[src/azcs_pkg.sv]
`default_nettype none
package azcs_pkg;

  localparam int unsigned SampleW  = 16;
  localparam int unsigned CfgW     = 8;
  localparam int unsigned CountW   = 9;
  localparam int unsigned SumW     = 24;
  localparam int unsigned DivW     = SumW + 2;
  localparam int unsigned DvsW     = CfgW + 1;
  localparam int unsigned DivCntW  = $clog2(DivW);
  localparam int unsigned RadW     = 2 * SampleW;
  localparam int unsigned RootW    = SampleW;
  localparam int unsigned RemW     = RootW + 2;
  localparam int unsigned SqCntW   = $clog2(RootW);
  localparam int unsigned AddrW    = 3;

  localparam logic [AddrW-1:0] AddrWarmup = 3'd0;
  localparam logic [AddrW-1:0] AddrCalib  = 3'd4;

  localparam logic [CfgW-1:0] WarmupReset = 8'd40;
  localparam logic [CfgW-1:0] CalibReset  = 8'd40;

  typedef enum logic [1:0] {
    PhDisc  = 2'd0,
    PhWarm  = 2'd1,
    PhCalib = 2'd2,
    PhMeas  = 2'd3
  } phase_e;

  typedef enum logic [2:0] {
    S_IDLE,
    S_DIV,
    S_SQST,
    S_SQRT,
    S_OUT
  } state_e;

endpackage
`default_nettype wire

[src/azcs_if.sv]
`default_nettype none
interface azcs_in_if;
  logic        valid;
  logic        ready;
  logic [15:0] raw_pressure;
  logic        reading_ok;

  modport source (output valid, output raw_pressure, output reading_ok, input ready);
  modport sink (input valid, input raw_pressure, input reading_ok, output ready);
endinterface

interface azcs_out_if;
  logic        valid;
  logic        ready;
  logic [1:0]  phase;
  logic        connected;
  logic [15:0] airspeed_q8_8;
  logic [15:0] zero_level;

  modport source (output valid, output phase, output connected, output airspeed_q8_8,
                  output zero_level, input ready);
  modport sink (input valid, input phase, input connected, input airspeed_q8_8,
                input zero_level, output ready);
endinterface
`default_nettype wire

[src/azcs_div.sv]
`default_nettype none
// restoring divider, one quotient bit per cycle
module azcs_div (
  input  wire logic                       clk_i,
  input  wire logic                       rst_ni,
  input  wire logic                       start_i,
  input  wire logic [azcs_pkg::DivW-1:0]  dividend_i,
  input  wire logic [azcs_pkg::DvsW-1:0]  divisor_i,
  output logic                            done_o,
  output logic [azcs_pkg::DivW-1:0]       quotient_o
);

  logic                            active_q, active_d;
  logic                            done_q, done_d;
  logic [azcs_pkg::DivCntW-1:0]    cnt_q, cnt_d;
  logic [azcs_pkg::DivW-1:0]       acc_q, acc_d;
  logic [azcs_pkg::DvsW-1:0]       rem_q, rem_d;
  logic [azcs_pkg::DvsW-1:0]       dvs_q, dvs_d;
  logic [azcs_pkg::DvsW:0]         rem_sh;
  logic                            ge;

  always_comb begin
    rem_sh   = {rem_q, acc_q[azcs_pkg::DivW-1]};
    ge       = rem_sh >= {1'b0, dvs_q};
    active_d = active_q;
    done_d   = 1'b0;
    cnt_d    = cnt_q;
    acc_d    = acc_q;
    rem_d    = rem_q;
    dvs_d    = dvs_q;
    if (start_i) begin
      active_d = 1'b1;
      cnt_d    = '0;
      acc_d    = dividend_i;
      rem_d    = '0;
      dvs_d    = divisor_i;
    end else if (active_q) begin
      rem_d = ge ? azcs_pkg::DvsW'(rem_sh - {1'b0, dvs_q}) : azcs_pkg::DvsW'(rem_sh);
      acc_d = {acc_q[azcs_pkg::DivW-2:0], ge};
      cnt_d = cnt_q + 1'b1;
      if (cnt_q == azcs_pkg::DivCntW'(azcs_pkg::DivW - 1)) begin
        active_d = 1'b0;
        done_d   = 1'b1;
      end
    end
  end

  always_ff @(posedge clk_i or negedge rst_ni) begin
    if (!rst_ni) begin
      active_q <= 1'b0;
      done_q   <= 1'b0;
      cnt_q    <= '0;
    end else begin
      active_q <= active_d;
      done_q   <= done_d;
      cnt_q    <= cnt_d;
    end
  end

  always_ff @(posedge clk_i) begin
    acc_q <= acc_d;
    rem_q <= rem_d;
    dvs_q <= dvs_d;
  end

  assign done_o     = done_q;
  assign quotient_o = acc_q;

endmodule
`default_nettype wire

[src/azcs_sqrt.sv]
`default_nettype none
// digit-by-digit square root, two radicand bits per cycle
module azcs_sqrt (
  input  wire logic                       clk_i,
  input  wire logic                       rst_ni,
  input  wire logic                       start_i,
  input  wire logic [azcs_pkg::RadW-1:0]  radicand_i,
  output logic                            done_o,
  output logic [azcs_pkg::RootW-1:0]      root_o
);

  logic                            active_q, active_d;
  logic                            done_q, done_d;
  logic [azcs_pkg::SqCntW-1:0]     cnt_q, cnt_d;
  logic [azcs_pkg::RadW-1:0]       rad_q, rad_d;
  logic [azcs_pkg::RootW-1:0]      root_q, root_d;
  logic [azcs_pkg::RemW-1:0]       rem_q, rem_d;
  logic [azcs_pkg::RemW+1:0]       rem_sh;
  logic [azcs_pkg::RemW+1:0]       trial;
  logic                            ge;

  always_comb begin
    rem_sh   = {rem_q, rad_q[azcs_pkg::RadW-1 -: 2]};
    trial    = {2'b00, root_q, 2'b01};
    ge       = rem_sh >= trial;
    active_d = active_q;
    done_d   = 1'b0;
    cnt_d    = cnt_q;
    rad_d    = rad_q;
    root_d   = root_q;
    rem_d    = rem_q;
    if (start_i) begin
      active_d = 1'b1;
      cnt_d    = '0;
      rad_d    = radicand_i;
      root_d   = '0;
      rem_d    = '0;
    end else if (active_q) begin
      rem_d  = ge ? azcs_pkg::RemW'(rem_sh - trial) : azcs_pkg::RemW'(rem_sh);
      root_d = {root_q[azcs_pkg::RootW-2:0], ge};
      rad_d  = {rad_q[azcs_pkg::RadW-3:0], 2'b00};
      cnt_d  = cnt_q + 1'b1;
      if (cnt_q == azcs_pkg::SqCntW'(azcs_pkg::RootW - 1)) begin
        active_d = 1'b0;
        done_d   = 1'b1;
      end
    end
  end

  always_ff @(posedge clk_i or negedge rst_ni) begin
    if (!rst_ni) begin
      active_q <= 1'b0;
      done_q   <= 1'b0;
      cnt_q    <= '0;
    end else begin
      active_q <= active_d;
      done_q   <= done_d;
      cnt_q    <= cnt_d;
    end
  end

  always_ff @(posedge clk_i) begin
    rad_q  <= rad_d;
    root_q <= root_d;
    rem_q  <= rem_d;
  end

  assign done_o = done_q;
  assign root_o = root_q;

endmodule
`default_nettype wire

[src/airspeed_zero_cal_sqrt_top.sv]
// Path from input transaction to result valid: disconnected, warm-up and calibration samples
// go straight to the result register, a measured sample passes through the square root, and
// the sample that completes calibration passes through the divider, then the square root.
// One transaction in flight: the next is accepted only after the last result is loaded into
// the result register, which may wait on out_o.ready.
// rst_ni async active low: registers back to 40/40, counter, sum and zero point cleared.
`default_nettype none
module airspeed_zero_cal_sqrt_top (
  input  wire logic                        clk_i,
  input  wire logic                        rst_ni,
  azcs_in_if.sink                          in_i,
  azcs_out_if.source                       out_o,
  input  wire logic                        psel,
  input  wire logic                        penable,
  input  wire logic                        pwrite,
  input  wire logic [azcs_pkg::AddrW-1:0]  paddr,
  input  wire logic [31:0]                 pwdata,
  output logic [31:0]                      prdata,
  output logic                             pready
);

  azcs_pkg::state_e                    state_q, state_d;
  logic [azcs_pkg::CfgW-1:0]           warmup_q, calib_q;
  logic [azcs_pkg::CountW-1:0]         cnt_q, cnt_d;
  logic [azcs_pkg::SumW-1:0]           sum_q, sum_d;
  logic [azcs_pkg::SampleW-1:0]        zero_q, zero_d;
  logic [azcs_pkg::SampleW-1:0]        sample_q, sample_d;
  azcs_pkg::phase_e                    phase_q, phase_d;
  logic                                ok_q, ok_d;
  logic [azcs_pkg::RootW-1:0]          speed_q, speed_d;
  logic                                ov_q, ov_d;
  azcs_pkg::phase_e                    ophase_q, ophase_d;
  logic                                ook_q, ook_d;
  logic [azcs_pkg::RootW-1:0]          ospeed_q, ospeed_d;
  logic [azcs_pkg::SampleW-1:0]        ozero_q, ozero_d;

  logic                                accept, load, cfg_wr;
  logic [azcs_pkg::CountW-1:0]         end_cnt, cnt_inc;
  logic [azcs_pkg::SumW-1:0]           sum_new;
  logic                                div_start, div_done, sq_start, sq_done;
  logic [azcs_pkg::DivW-1:0]           dividend, quotient;
  logic [azcs_pkg::DvsW-1:0]           divisor;
  logic [azcs_pkg::SampleW-1:0]        diff;
  logic [azcs_pkg::RadW-1:0]           radicand;
  logic [azcs_pkg::RootW-1:0]          root;

  assign pready = 1'b1;
  assign cfg_wr = psel && penable && pwrite;

  always_comb begin
    prdata = '0;
    unique case (paddr)
      azcs_pkg::AddrWarmup: prdata = {24'd0, warmup_q};
      azcs_pkg::AddrCalib:  prdata = {24'd0, calib_q};
      default:              prdata = '0;
    endcase
  end

  always_ff @(posedge clk_i or negedge rst_ni) begin
    if (!rst_ni) begin
      warmup_q <= azcs_pkg::WarmupReset;
      calib_q  <= azcs_pkg::CalibReset;
    end else if (cfg_wr) begin
      if (paddr == azcs_pkg::AddrWarmup) begin
        warmup_q <= pwdata[azcs_pkg::CfgW-1:0];
      end
      if (paddr == azcs_pkg::AddrCalib) begin
        calib_q <= pwdata[azcs_pkg::CfgW-1:0];
      end
    end
  end

  assign in_i.ready = (state_q == azcs_pkg::S_IDLE);
  assign accept     = in_i.valid && in_i.ready;
  assign end_cnt    = {1'b0, warmup_q} + {1'b0, calib_q};
  assign cnt_inc    = cnt_q + 1'b1;
  assign sum_new    = sum_q + azcs_pkg::SumW'(in_i.raw_pressure);
  assign dividend   = {1'b0, sum_new, 1'b0} + azcs_pkg::DivW'(calib_q);
  assign divisor    = {calib_q, 1'b0};
  assign diff       = (sample_q >= zero_q) ? sample_q - zero_q : zero_q - sample_q;
  assign radicand   = {diff, {azcs_pkg::SampleW{1'b0}}};
  assign sq_start   = (state_q == azcs_pkg::S_SQST);
  assign load       = (state_q == azcs_pkg::S_OUT) && (!ov_q || out_o.ready);

  always_comb begin
    state_d   = state_q;
    cnt_d     = cnt_q;
    sum_d     = sum_q;
    zero_d    = zero_q;
    sample_d  = sample_q;
    phase_d   = phase_q;
    ok_d      = ok_q;
    speed_d   = speed_q;
    div_start = 1'b0;
    unique case (state_q)
      azcs_pkg::S_IDLE: begin
        if (accept) begin
          sample_d = in_i.raw_pressure;
          ok_d     = in_i.reading_ok;
          speed_d  = '0;
          state_d  = azcs_pkg::S_OUT;
          if (!in_i.reading_ok) begin
            phase_d = azcs_pkg::PhDisc;
          end else if (cnt_q < {1'b0, warmup_q}) begin
            cnt_d   = cnt_inc;
            phase_d = azcs_pkg::PhWarm;
          end else if (cnt_q < end_cnt) begin
            cnt_d = cnt_inc;
            sum_d = sum_new;
            if (cnt_inc == end_cnt) begin
              div_start = 1'b1;
              phase_d   = azcs_pkg::PhMeas;
              state_d   = azcs_pkg::S_DIV;
            end else begin
              phase_d = azcs_pkg::PhCalib;
            end
          end else begin
            phase_d = azcs_pkg::PhMeas;
            state_d = azcs_pkg::S_SQST;
          end
        end
      end
      azcs_pkg::S_DIV: begin
        if (div_done) begin
          zero_d  = (quotient[azcs_pkg::DivW-1:azcs_pkg::SampleW] != '0)
                    ? {azcs_pkg::SampleW{1'b1}} : quotient[azcs_pkg::SampleW-1:0];
          state_d = azcs_pkg::S_SQST;
        end
      end
      azcs_pkg::S_SQST: begin
        state_d = azcs_pkg::S_SQRT;
      end
      azcs_pkg::S_SQRT: begin
        if (sq_done) begin
          speed_d = root;
          state_d = azcs_pkg::S_OUT;
        end
      end
      azcs_pkg::S_OUT: begin
        if (load) begin
          state_d = azcs_pkg::S_IDLE;
        end
      end
      default: state_d = azcs_pkg::S_IDLE;
    endcase
  end

  always_comb begin
    ov_d     = ov_q;
    ophase_d = ophase_q;
    ook_d    = ook_q;
    ospeed_d = ospeed_q;
    ozero_d  = ozero_q;
    if (out_o.valid && out_o.ready) begin
      ov_d = 1'b0;
    end
    if (load) begin
      ov_d     = 1'b1;
      ophase_d = phase_q;
      ook_d    = ok_q;
      ospeed_d = speed_q;
      ozero_d  = zero_q;
    end
  end

  always_ff @(posedge clk_i or negedge rst_ni) begin
    if (!rst_ni) begin
      state_q <= azcs_pkg::S_IDLE;
      cnt_q   <= '0;
      sum_q   <= '0;
      zero_q  <= '0;
      ov_q    <= 1'b0;
    end else begin
      state_q <= state_d;
      cnt_q   <= cnt_d;
      sum_q   <= sum_d;
      zero_q  <= zero_d;
      ov_q    <= ov_d;
    end
  end

  always_ff @(posedge clk_i) begin
    sample_q <= sample_d;
    phase_q  <= phase_d;
    ok_q     <= ok_d;
    speed_q  <= speed_d;
    ophase_q <= ophase_d;
    ook_q    <= ook_d;
    ospeed_q <= ospeed_d;
    ozero_q  <= ozero_d;
  end

  azcs_div u_div (
    .clk_i      (clk_i),
    .rst_ni     (rst_ni),
    .start_i    (div_start),
    .dividend_i (dividend),
    .divisor_i  (divisor),
    .done_o     (div_done),
    .quotient_o (quotient)
  );

  azcs_sqrt u_sqrt (
    .clk_i      (clk_i),
    .rst_ni     (rst_ni),
    .start_i    (sq_start),
    .radicand_i (radicand),
    .done_o     (sq_done),
    .root_o     (root)
  );

  assign out_o.valid         = ov_q;
  assign out_o.phase         = ophase_q;
  assign out_o.connected     = ook_q;
  assign out_o.airspeed_q8_8 = ospeed_q;
  assign out_o.zero_level    = ozero_q;

`ifndef ASSERT_OFF
  a_div_done_in_div: assert property (@(posedge clk_i) disable iff (!rst_ni)
    div_done |-> state_q == azcs_pkg::S_DIV)
    else $error("divider finished outside divide state");

  a_sq_done_in_sqrt: assert property (@(posedge clk_i) disable iff (!rst_ni)
    sq_done |-> state_q == azcs_pkg::S_SQRT)
    else $error("square root finished outside root state");

  a_speed_zero: assert property (@(posedge clk_i) disable iff (!rst_ni)
    (ov_q && ophase_q != azcs_pkg::PhMeas) |-> ospeed_q == '0)
    else $error("nonzero airspeed outside measuring");

  a_disc_phase: assert property (@(posedge clk_i) disable iff (!rst_ni)
    (ov_q && !ook_q) |-> ophase_q == azcs_pkg::PhDisc)
    else $error("invalid reading not reported disconnected");

  a_cnt_only_ok: assert property (@(posedge clk_i) disable iff (!rst_ni)
    (accept && !in_i.reading_ok) |=> $stable(cnt_q) && $stable(sum_q))
    else $error("invalid reading changed state");
`endif

endmodule
`default_nettype wire
[src/flat_wrapper.sv]
// flat-port wrapper written by rule: the top's interface ports become plain ports
module airspeed_zero_cal_sqrt_top_flat 
  (clk_i, rst_ni, psel, penable, pwrite, paddr, pwdata, prdata, pready, in_i_valid, in_i_raw_pressure, in_i_reading_ok, in_i_ready, out_o_valid, out_o_phase, out_o_connected, out_o_airspeed_q8_8, out_o_zero_level, out_o_ready);
  azcs_in_if in_i_i ();
  azcs_out_if out_o_i ();
  input  wire logic clk_i;
  input  wire logic rst_ni;
  input  wire logic psel;
  input  wire logic penable;
  input  wire logic pwrite;
  input  wire logic [azcs_pkg::AddrW-1:0] paddr;
  input  wire logic [31:0] pwdata;
  output logic [31:0] prdata;
  output logic pready;
  input wire logic [$bits(in_i_i.valid)-1:0] in_i_valid;
  input wire logic [$bits(in_i_i.raw_pressure)-1:0] in_i_raw_pressure;
  input wire logic [$bits(in_i_i.reading_ok)-1:0] in_i_reading_ok;
  output wire logic [$bits(in_i_i.ready)-1:0] in_i_ready;
  output wire logic [$bits(out_o_i.valid)-1:0] out_o_valid;
  output wire logic [$bits(out_o_i.phase)-1:0] out_o_phase;
  output wire logic [$bits(out_o_i.connected)-1:0] out_o_connected;
  output wire logic [$bits(out_o_i.airspeed_q8_8)-1:0] out_o_airspeed_q8_8;
  output wire logic [$bits(out_o_i.zero_level)-1:0] out_o_zero_level;
  input wire logic [$bits(out_o_i.ready)-1:0] out_o_ready;
  assign in_i_i.valid = in_i_valid;
  assign in_i_i.raw_pressure = in_i_raw_pressure;
  assign in_i_i.reading_ok = in_i_reading_ok;
  assign in_i_ready = in_i_i.ready;
  assign out_o_valid = out_o_i.valid;
  assign out_o_phase = out_o_i.phase;
  assign out_o_connected = out_o_i.connected;
  assign out_o_airspeed_q8_8 = out_o_i.airspeed_q8_8;
  assign out_o_zero_level = out_o_i.zero_level;
  assign out_o_i.ready = out_o_ready;
  airspeed_zero_cal_sqrt_top u_core (.clk_i(clk_i), .rst_ni(rst_ni), .in_i(in_i_i), .out_o(out_o_i), .psel(psel), .penable(penable), .pwrite(pwrite), .paddr(paddr), .pwdata(pwdata), .prdata(prdata), .pready(pready));
endmodule
[config.mk]
export PLATFORM = sky130hd
export DESIGN_NAME = airspeed_zero_cal_sqrt_top_flat
export DESIGN_NICKNAME = d
export VERILOG_FILES = /design/src/azcs_pkg.sv /design/src/azcs_if.sv /design/src/azcs_div.sv /design/src/azcs_sqrt.sv /design/src/airspeed_zero_cal_sqrt_top.sv /design/src/flat_wrapper.sv
export SDC_FILE = /design/constraint.sdc
export NUM_CORES = 1
export LEC_CHECK = 0
export BUFFER_PORTS_ARGS = -buffer_cell sky130_fd_sc_hd__buf_4
export CELL_PAD_IN_SITES_DETAIL_PLACEMENT = 1
export CELL_PAD_IN_SITES_GLOBAL_PLACEMENT = 1
export CORE_MARGIN = 3
export CORE_UTILIZATION = 25
export CTS_BUF_LIST = sky130_fd_sc_hd__clkbuf_2
export DETAILED_ROUTE_END_ITERATION = 12
export PLACE_DENSITY = 0.52
export SLEW_MARGIN = 0
export SYNTH_ARGS = -nofsm -noshare
export SYNTH_HDL_FRONTEND = slang
export SYNTH_SLANG_ARGS = --single-unit
[constraint.sdc]
create_clock -name clk_i -period 5.1 [get_ports clk_i]
set_input_delay 1.02 -clock clk_i [delete_from_list [all_inputs] [get_ports clk_i]]
set_output_delay 1.02 -clock clk_i [all_outputs]
set_load 0.05 [all_outputs]
Yosys cells after proc, flatten, opt, wreduce, memory -nomap -nowiden
Index checks and enable logic that the tools add are counted.
Cells by class
  div/mod/pow operators: 0
  add/subtract/negate cells: 10
  multipliers: 0
  magnitude comparators: 5
  shifts and indexed selects: 0
  muxes and demuxes: 50
  equal/unequal tests: 12
  reduce and logical (&&, ||, !) cells: 24
  bitwise operators: 2
Operators by type and width (number)
  16-bit two-way mux: 4
  32-bit two-way mux: 2
  26-bit two-way mux: 2
  16-bit case mux with 2 select lines: 1
  16-bit subtractor: 2
  9-bit two-way mux: 3
  25-bit by 8-bit adder with 26-bit output: 1
  24-bit by 16-bit adder with 24-bit output: 1
  3-bit two-way mux: 8
  1-bit two-way mux: 23
  20-bit by 18-bit greater-or-equal comparator with 1-bit output: 1
  18-bit two-way mux: 1
  18-bit subtractor: 1
  16-bit greater-or-equal comparator: 1
  8-bit case mux with 2 select lines: 1
  3-bit case mux with 5 select lines: 1
  10-bit by 9-bit greater-or-equal comparator with 1-bit output: 1
  5-bit two-way mux: 2
  10-bit nonzero test: 1
  2-bit nonzero test: 5
  8-bit by 8-bit adder with 9-bit output: 1
  9-bit by 1-bit adder with 9-bit output (second input constant): 1
  9-bit equality test: 1
  9-bit by 8-bit < comparator with 1-bit output: 1
  22 further kinds: 37
Word-level totals
  input bits: 59
  bits in registers: 245
  latch bits: 0
  memory bits (read-only): 0
  word-level logic and storage cells: 131
  output and inout bits: 70
  memories: 0
  RAM bits: 0

Depth between registers and ports, before layout
  depth in word-level cells: 9
  depth in mapped cells: 18
  mapped depth without buffers: 16

Modules after synthesis
From an unflattened synthesis, not the netlist that was laid out.
Second synthesis, totals
  cells, all modules: 1512
  area, all modules: 15937.8 µm²
Modules (own cells, without submodules)
  airspeed_zero_cal_sqrt_top: cells each 926, seq. area each 3833.7 µm², times used 1, area each 9360.2 µm²
  azcs_sqrt: cells each 391, seq. area each 1791.7 µm², times used 1, area each 4037.6 µm²
  azcs_div: cells each 195, seq. area each 1406.3 µm², times used 1, area each 2539.9 µm²

Least setup slack after synthesis
No wires, ideal clock.
  path type: input port to flip-flop
  start point: input in_i_raw_pressure[0]
  end point: register u_core.u_div.acc_q, in the netlist u_core.u_div.quotient_o[18] (data pin)
  data required time: 4.845 ns
  library setup time: 0.255 ns
  path slack: 0.676 ns
  data arrival time: 4.169 ns
  cell stages on the path: 16
  path buffers: 0
  cell sequence: ha_1 > inv_1 > fa_1 > or2b_1 > or2b_1 > a21oi_1 > xnor2_1 > ha_1 > and2_1 > a22o_1 > o41a_1 > nand4b_2 > nor3_4 > and3_2 > or3_1 > a31o_1
Between the ends
  longest elaborated chain between the ends: 3
RTL lines
  start: declaration: line flat_wrapper.sv:16  | input wire logic [$bits(in_i_i.raw_pressure)-1:0] in_i_raw_pressure;
  24-bit by 16-bit adder with 24-bit output: line airspeed_zero_cal_sqrt_top.sv:77  | assign sum_new = sum_q + azcs_pkg::SumW'(in_i.raw_pressure);
  named net u_core.sum_new (one bit): line airspeed_zero_cal_sqrt_top.sv:39  | logic [azcs_pkg::SumW-1:0] sum_new;
  25-bit by 8-bit adder with 26-bit output: line airspeed_zero_cal_sqrt_top.sv:78  | assign dividend = {1'b0, sum_new, 1'b0} + azcs_pkg::DivW'(calib_q);
  26-bit two-way mux: line azcs_div.sv:31  | if (start_i) begin
  named net u_core.u_div.acc_d (one bit): line azcs_div.sv:16  | logic [azcs_pkg::DivW-1:0] acc_q, acc_d;
  end signal: assignment: line azcs_div.sv:61  | acc_q <= acc_d;
  end: declaration: line azcs_div.sv:16
The timed path passes the listed nets, and every way through them passes these cells.
A chain may end at the register's enable or synchronous reset.

Final worst setup path
  start point: register u_core.calib_q[0] (netlist bit)
  end point: register u_core.u_div.acc_q, in the netlist u_core.u_div.quotient_o[18] (data pin)
Between the ends
  longest elaborated chain between the ends: 9
  elaborated cells between the ends (all ways): 11
  those cells by class: add/sub (2); order compare (1); eq/ne (1); mux (7)
RTL lines
  start: declaration: line airspeed_zero_cal_sqrt_top.sv:23  | logic [azcs_pkg::CfgW-1:0] warmup_q, calib_q;
  start signal: assignment: line airspeed_zero_cal_sqrt_top.sv:62  | calib_q <= azcs_pkg::CalibReset;
  start signal: assignment: line airspeed_zero_cal_sqrt_top.sv:68  | calib_q <= pwdata[azcs_pkg::CfgW-1:0];
  branches (longest 8 deep; another with 8-bit by 8-bit adder with 9-bit output)
  26-bit two-way mux *: line azcs_div.sv:31
  named net u_core.u_div.acc_d (one bit): line azcs_div.sv:16
Mark *: on every way through the listed nets, which the timed path passes.

==> flow_summary_export.csv <==
group,metric,value,unit
power_and_ir_drop,p_total,10.7,mW
route,first_pass_iters,4,
sta,max-slew-margin-rel,30.7,%
worst_setup_path,critical_path.startpoint,"u_core.calib_q[0]",
yosys,yosys_warnings,0,
power_and_ir_drop,cellPowerDensity,622,mW/mm^2
finish,nNetsFinal,1795,
yosys,avgSynthCellArea,10.0,um^2
yosys,synth_cells,1511,
power_and_ir_drop,pwr-share-seq,32.5,%
cts,numClockSinks,245,
grt,grt_first_pass_wirelength,66300,um
sta,setup_viol,0,
route,routedWlPerCell,16.5,um
yosys,yosys_most_used_dff,"edfxtp_1",
power_and_ir_drop,p_clk_share,14.9,%
cts,cts_buffers,75,
yosys,synth.distinct_cells,101,
sta,finalCritPeriodShare,88.6,%
yosys,yosys.area.top_type,"edfxtp_1",
yosys,yosys.cell_count.top_type,"nand2_1",
floorplanning,start_util,25.5,%
route,remaining_drc_errors,0,
floorplanning,chipWidth,252,um
sta,maxSlewViolCount,0,
cts,cts_max_level,3,
cts,cts_tree,"built",
grt,grt_max_degree,59,
worst_setup_path,crit_path_end_kind,"flop",
cts,clk-insertion-delay-late,1.01,ns
route,via_per_inst,4.61,
worst_setup_path,cp.arrival,5.22,ns
placed_design,dp_hpwl,29900,um
grt,first_global_vias,12172,
route,vias,11326,
status,status,"finished, final reports clean",
floorplanning,die_h,252,um
grt,overflow,0,
placed_design,port_buffers,79,
cts,post_cts_buffers,0,
yosys,async_reset_ff_share,33.5,%
sta,finalWorstSetupSlack,0.582,ns
floorplanning,ioPinCount,129,
worst_setup_path,crit_type,"reg2reg",
route,ant_nets,0,
yosys,synth_area_leaders,"edfxtp_1, dfrtp_1, ha_1",
power_and_ir_drop,internal-power,5.85,mW
finish,fin_util,29.0,%
yosys,synth_enable_flop_cells,120,
finish,drive_above_1_share,17.5,%
yosys,synth_seq_area_share,43.1,%
floorplanning,rows,89,
sta,setup_tns,0,ns
finish,synthToLayoutAreaGrowth,13.9,%
route,routed_wirelength,40700,um
placed_design,dp_cells,2317,
power_and_ir_drop,peakVddDrop,203,uV
sta,tightest_slew,1.04,ns
cts,cts-root-buf,"clkbuf_2",
yosys,synth_seq_cells,245,
sta,rsz0062_at_grt,"false",
worst_setup_path,rr_startpoint,"u_core.calib_q[0]",
finish,final_cells,2459,
cts,cts_buffer_depth,3,
grt,grt.total_usage,13.0,%
finish,fill_cells,6893,
power_and_ir_drop,sw_frac_of_total,45.5,%
worst_hold_path,min_from,"in_i_raw_pressure[11]",
flow_run,drv_cap,0,
yosys,synth_top_area_share,23.8,%
floorplanning,die-area,0.0636,mm^2
placed_design,dpl_worst_slack,0.298,ns
sta,finClkSkew,0.0718,ns
cts,clkTransAtPathRegs,0.09,ns
route,drt_iter0_markers,416,
worst_setup_path,required,5.81,ns
sta,fmax,221,MHz
power_and_ir_drop,p_leak,7.71,nW
floorplanning,placeableCoreArea,0.0595,mm^2
worst_setup_path,worst_setup_path_start_kind,"flop",
sta,finalCriticalPeriod,4.52,ns
yosys,syn_area,0.0151,mm^2
power_and_ir_drop,combPwrFrac,52.6,%
placed_design,gp_congestion,0.772,
worst_setup_path,worstPathMaxFanout,24,
sta,hold_viol_final,0,
yosys,synth_common_cells,"nand2_1, edfxtp_1, nor2_1",
grt,antenna_found_initial,2,
power_and_ir_drop,power.switching,4.87,mW
worst_hold_path,hp-class,"in2reg",
## power by group through the flow
stage	logic [mW]	clock network, mW	registers, mW
finish	5.64	1.60	3.48
floorplan	4.01	0	3.64
detailed placement	5.70	0	3.54
global route	6.35	1.83	3.60
global placement	5.59	0	3.52
CTS	5.73	1.72	3.50
## cell families (layout without fill, tap and decap cells)
| kind of cell | after synthesis | after routing | synth area share, % |
|---|---|---|---|
| flip-flops | 245 | 245 | 43.1 |
| buffers and inverters | 192 | 341 | 5.51 |
| AND/OR/NAND/NOR | 435 | 435 | 14.4 |
| multiplexers | 83 | 83 | 5.69 |
| AO/OA/AOI/OAI | 333 | 333 | 15.2 |
| other | 2 | 28 | 0.0496 |
| XOR/XNOR | 107 | 107 | 6.37 |
| adder cells (fa/ha/maj) | 114 | 114 | 9.72 |
## metrics by stage
stage / instance area, um^2 / hold WS (ns)
floorplan: 15200 / 0.400
global placement: 16500 / 0.402
detailed placement: 16500 / 0.405
CTS: 17200 / 0.0405
global route: 17200 / 0.0883
finish: 17200 / 0.229
## critical path: stages, from the launching register on
cell	delay, ns
dfrtp_1	0.50
ha_1	0.22
inv_1	0.05
fa_1	0.39
nand2b_1	0.18
a21oi_1	0.23
nor3_1	0.13
xor2_1	0.17
ha_1	0.30
nor2_1	0.04
nor2_1	0.10
o41ai_1	0.09
o21ai_0	0.21
buf_4	0.18
nor3_2	0.05
nand2_1	0.43
clkinvlp_4	0.64
a31o_1	0.34
## routing by layer
layer	vias to the layer above	part of all wire (%)	routed length [um]	track usage, %
met3	53	3.8	1540	2.84
met4	0	1.7	699	4.37
li1	5620	-	-	-
met1	5483	48	19400	17.0
met2	170	47	19000	21.4
met5	-	0	0	0
## timing repair
action	in CTS	in global routing
setup endpoints to repair	0	14
endpoints found under the hold margin	38	0
hold buffers	1	0
resized for setup	0	1
## placed cells by master (no fill, tap or decap), types with 12 or more instances in the layout
| cell type | netlist | layout |
|---|---|---|
| inv_1 | 106 | 106 |
| a211oi_1 | 18 | 18 |
| o22a_1 | 16 | 16 |
| a21oi_1 | 68 | 68 |
| nor3_1 | 28 | 26 |
| xor2_1 | 42 | 42 |
| nand2_1 | 129 | 129 |
| nand3_1 | 26 | 26 |
| conb_1 | 2 | 25 |
| and2_1 | 23 | 23 |
| clkbuf_2 | 1 | 117 |
| dfxtp_1 | 43 | 43 |
| nor2_1 | 111 | 111 |
| a21o_1 | 29 | 29 |
| dfrtp_1 | 78 | 77 |
| mux2_2 | 25 | 25 |
| nand4_1 | 12 | 12 |
| nor2b_1 | 12 | 12 |
| xnor2_1 | 63 | 63 |
| edfxtp_1 | 120 | 120 |
| buf_4 | 27 | 94 |
| o21ai_0 | 83 | 83 |
| nand2b_1 | 16 | 16 |
| o211ai_1 | 16 | 16 |
| mux2i_1 | 58 | 58 |
| ha_1 | 108 | 108 |
## area by class of cell
type | count | area (um^2) | area share, %
repair buffers | 96 | 736 | 4.27
multi-input cells | 1097 | 7890 | 45.8
clock buffers | 117 | 586 | 3.40
well taps | 773 | 967 | 5.61
flip-flops and latches | 245 | 6520 | 37.8
inverters | 107 | 405 | 2.35
clock inverters | 21 | 125 | 0.726
diodes | 3 | 7.51 | 0.0435
## flip-flops by register name (all words and copies together), names as in the netlist, 16 cells and up
signal,flops
u_core.u_sqrt.rem_q,18
u_core.sum_q,24
u_core.out_o.zero_level,16
u_core.sample_q,16
u_core.u_sqrt.root_o,16
u_core.u_sqrt.rad_q,16
u_core.out_o.airspeed_q8_8,16
u_core.speed_q,16
u_core.zero_q,16
u_core.u_div.quotient_o,26
## worst paths after layout
path | to | slack (ns) | cells after the start
max | u_core.u_div.quotient_o[18] | 0.58 | 17
min | u_core.sample_q[11] | 0.23 | 1
max reg2reg | u_core.u_div.quotient_o[18] | 0.58 | 17
min reg2reg | u_core.out_o.phase[1] | 0.41 | 0
max in group asynchronous | u_core.calib_q[1] | 3.47 | 3
min in group asynchronous | u_core.sum_q[13] | 0.55 | 2
Note: power is estimated with default switching activity, not from simulation.
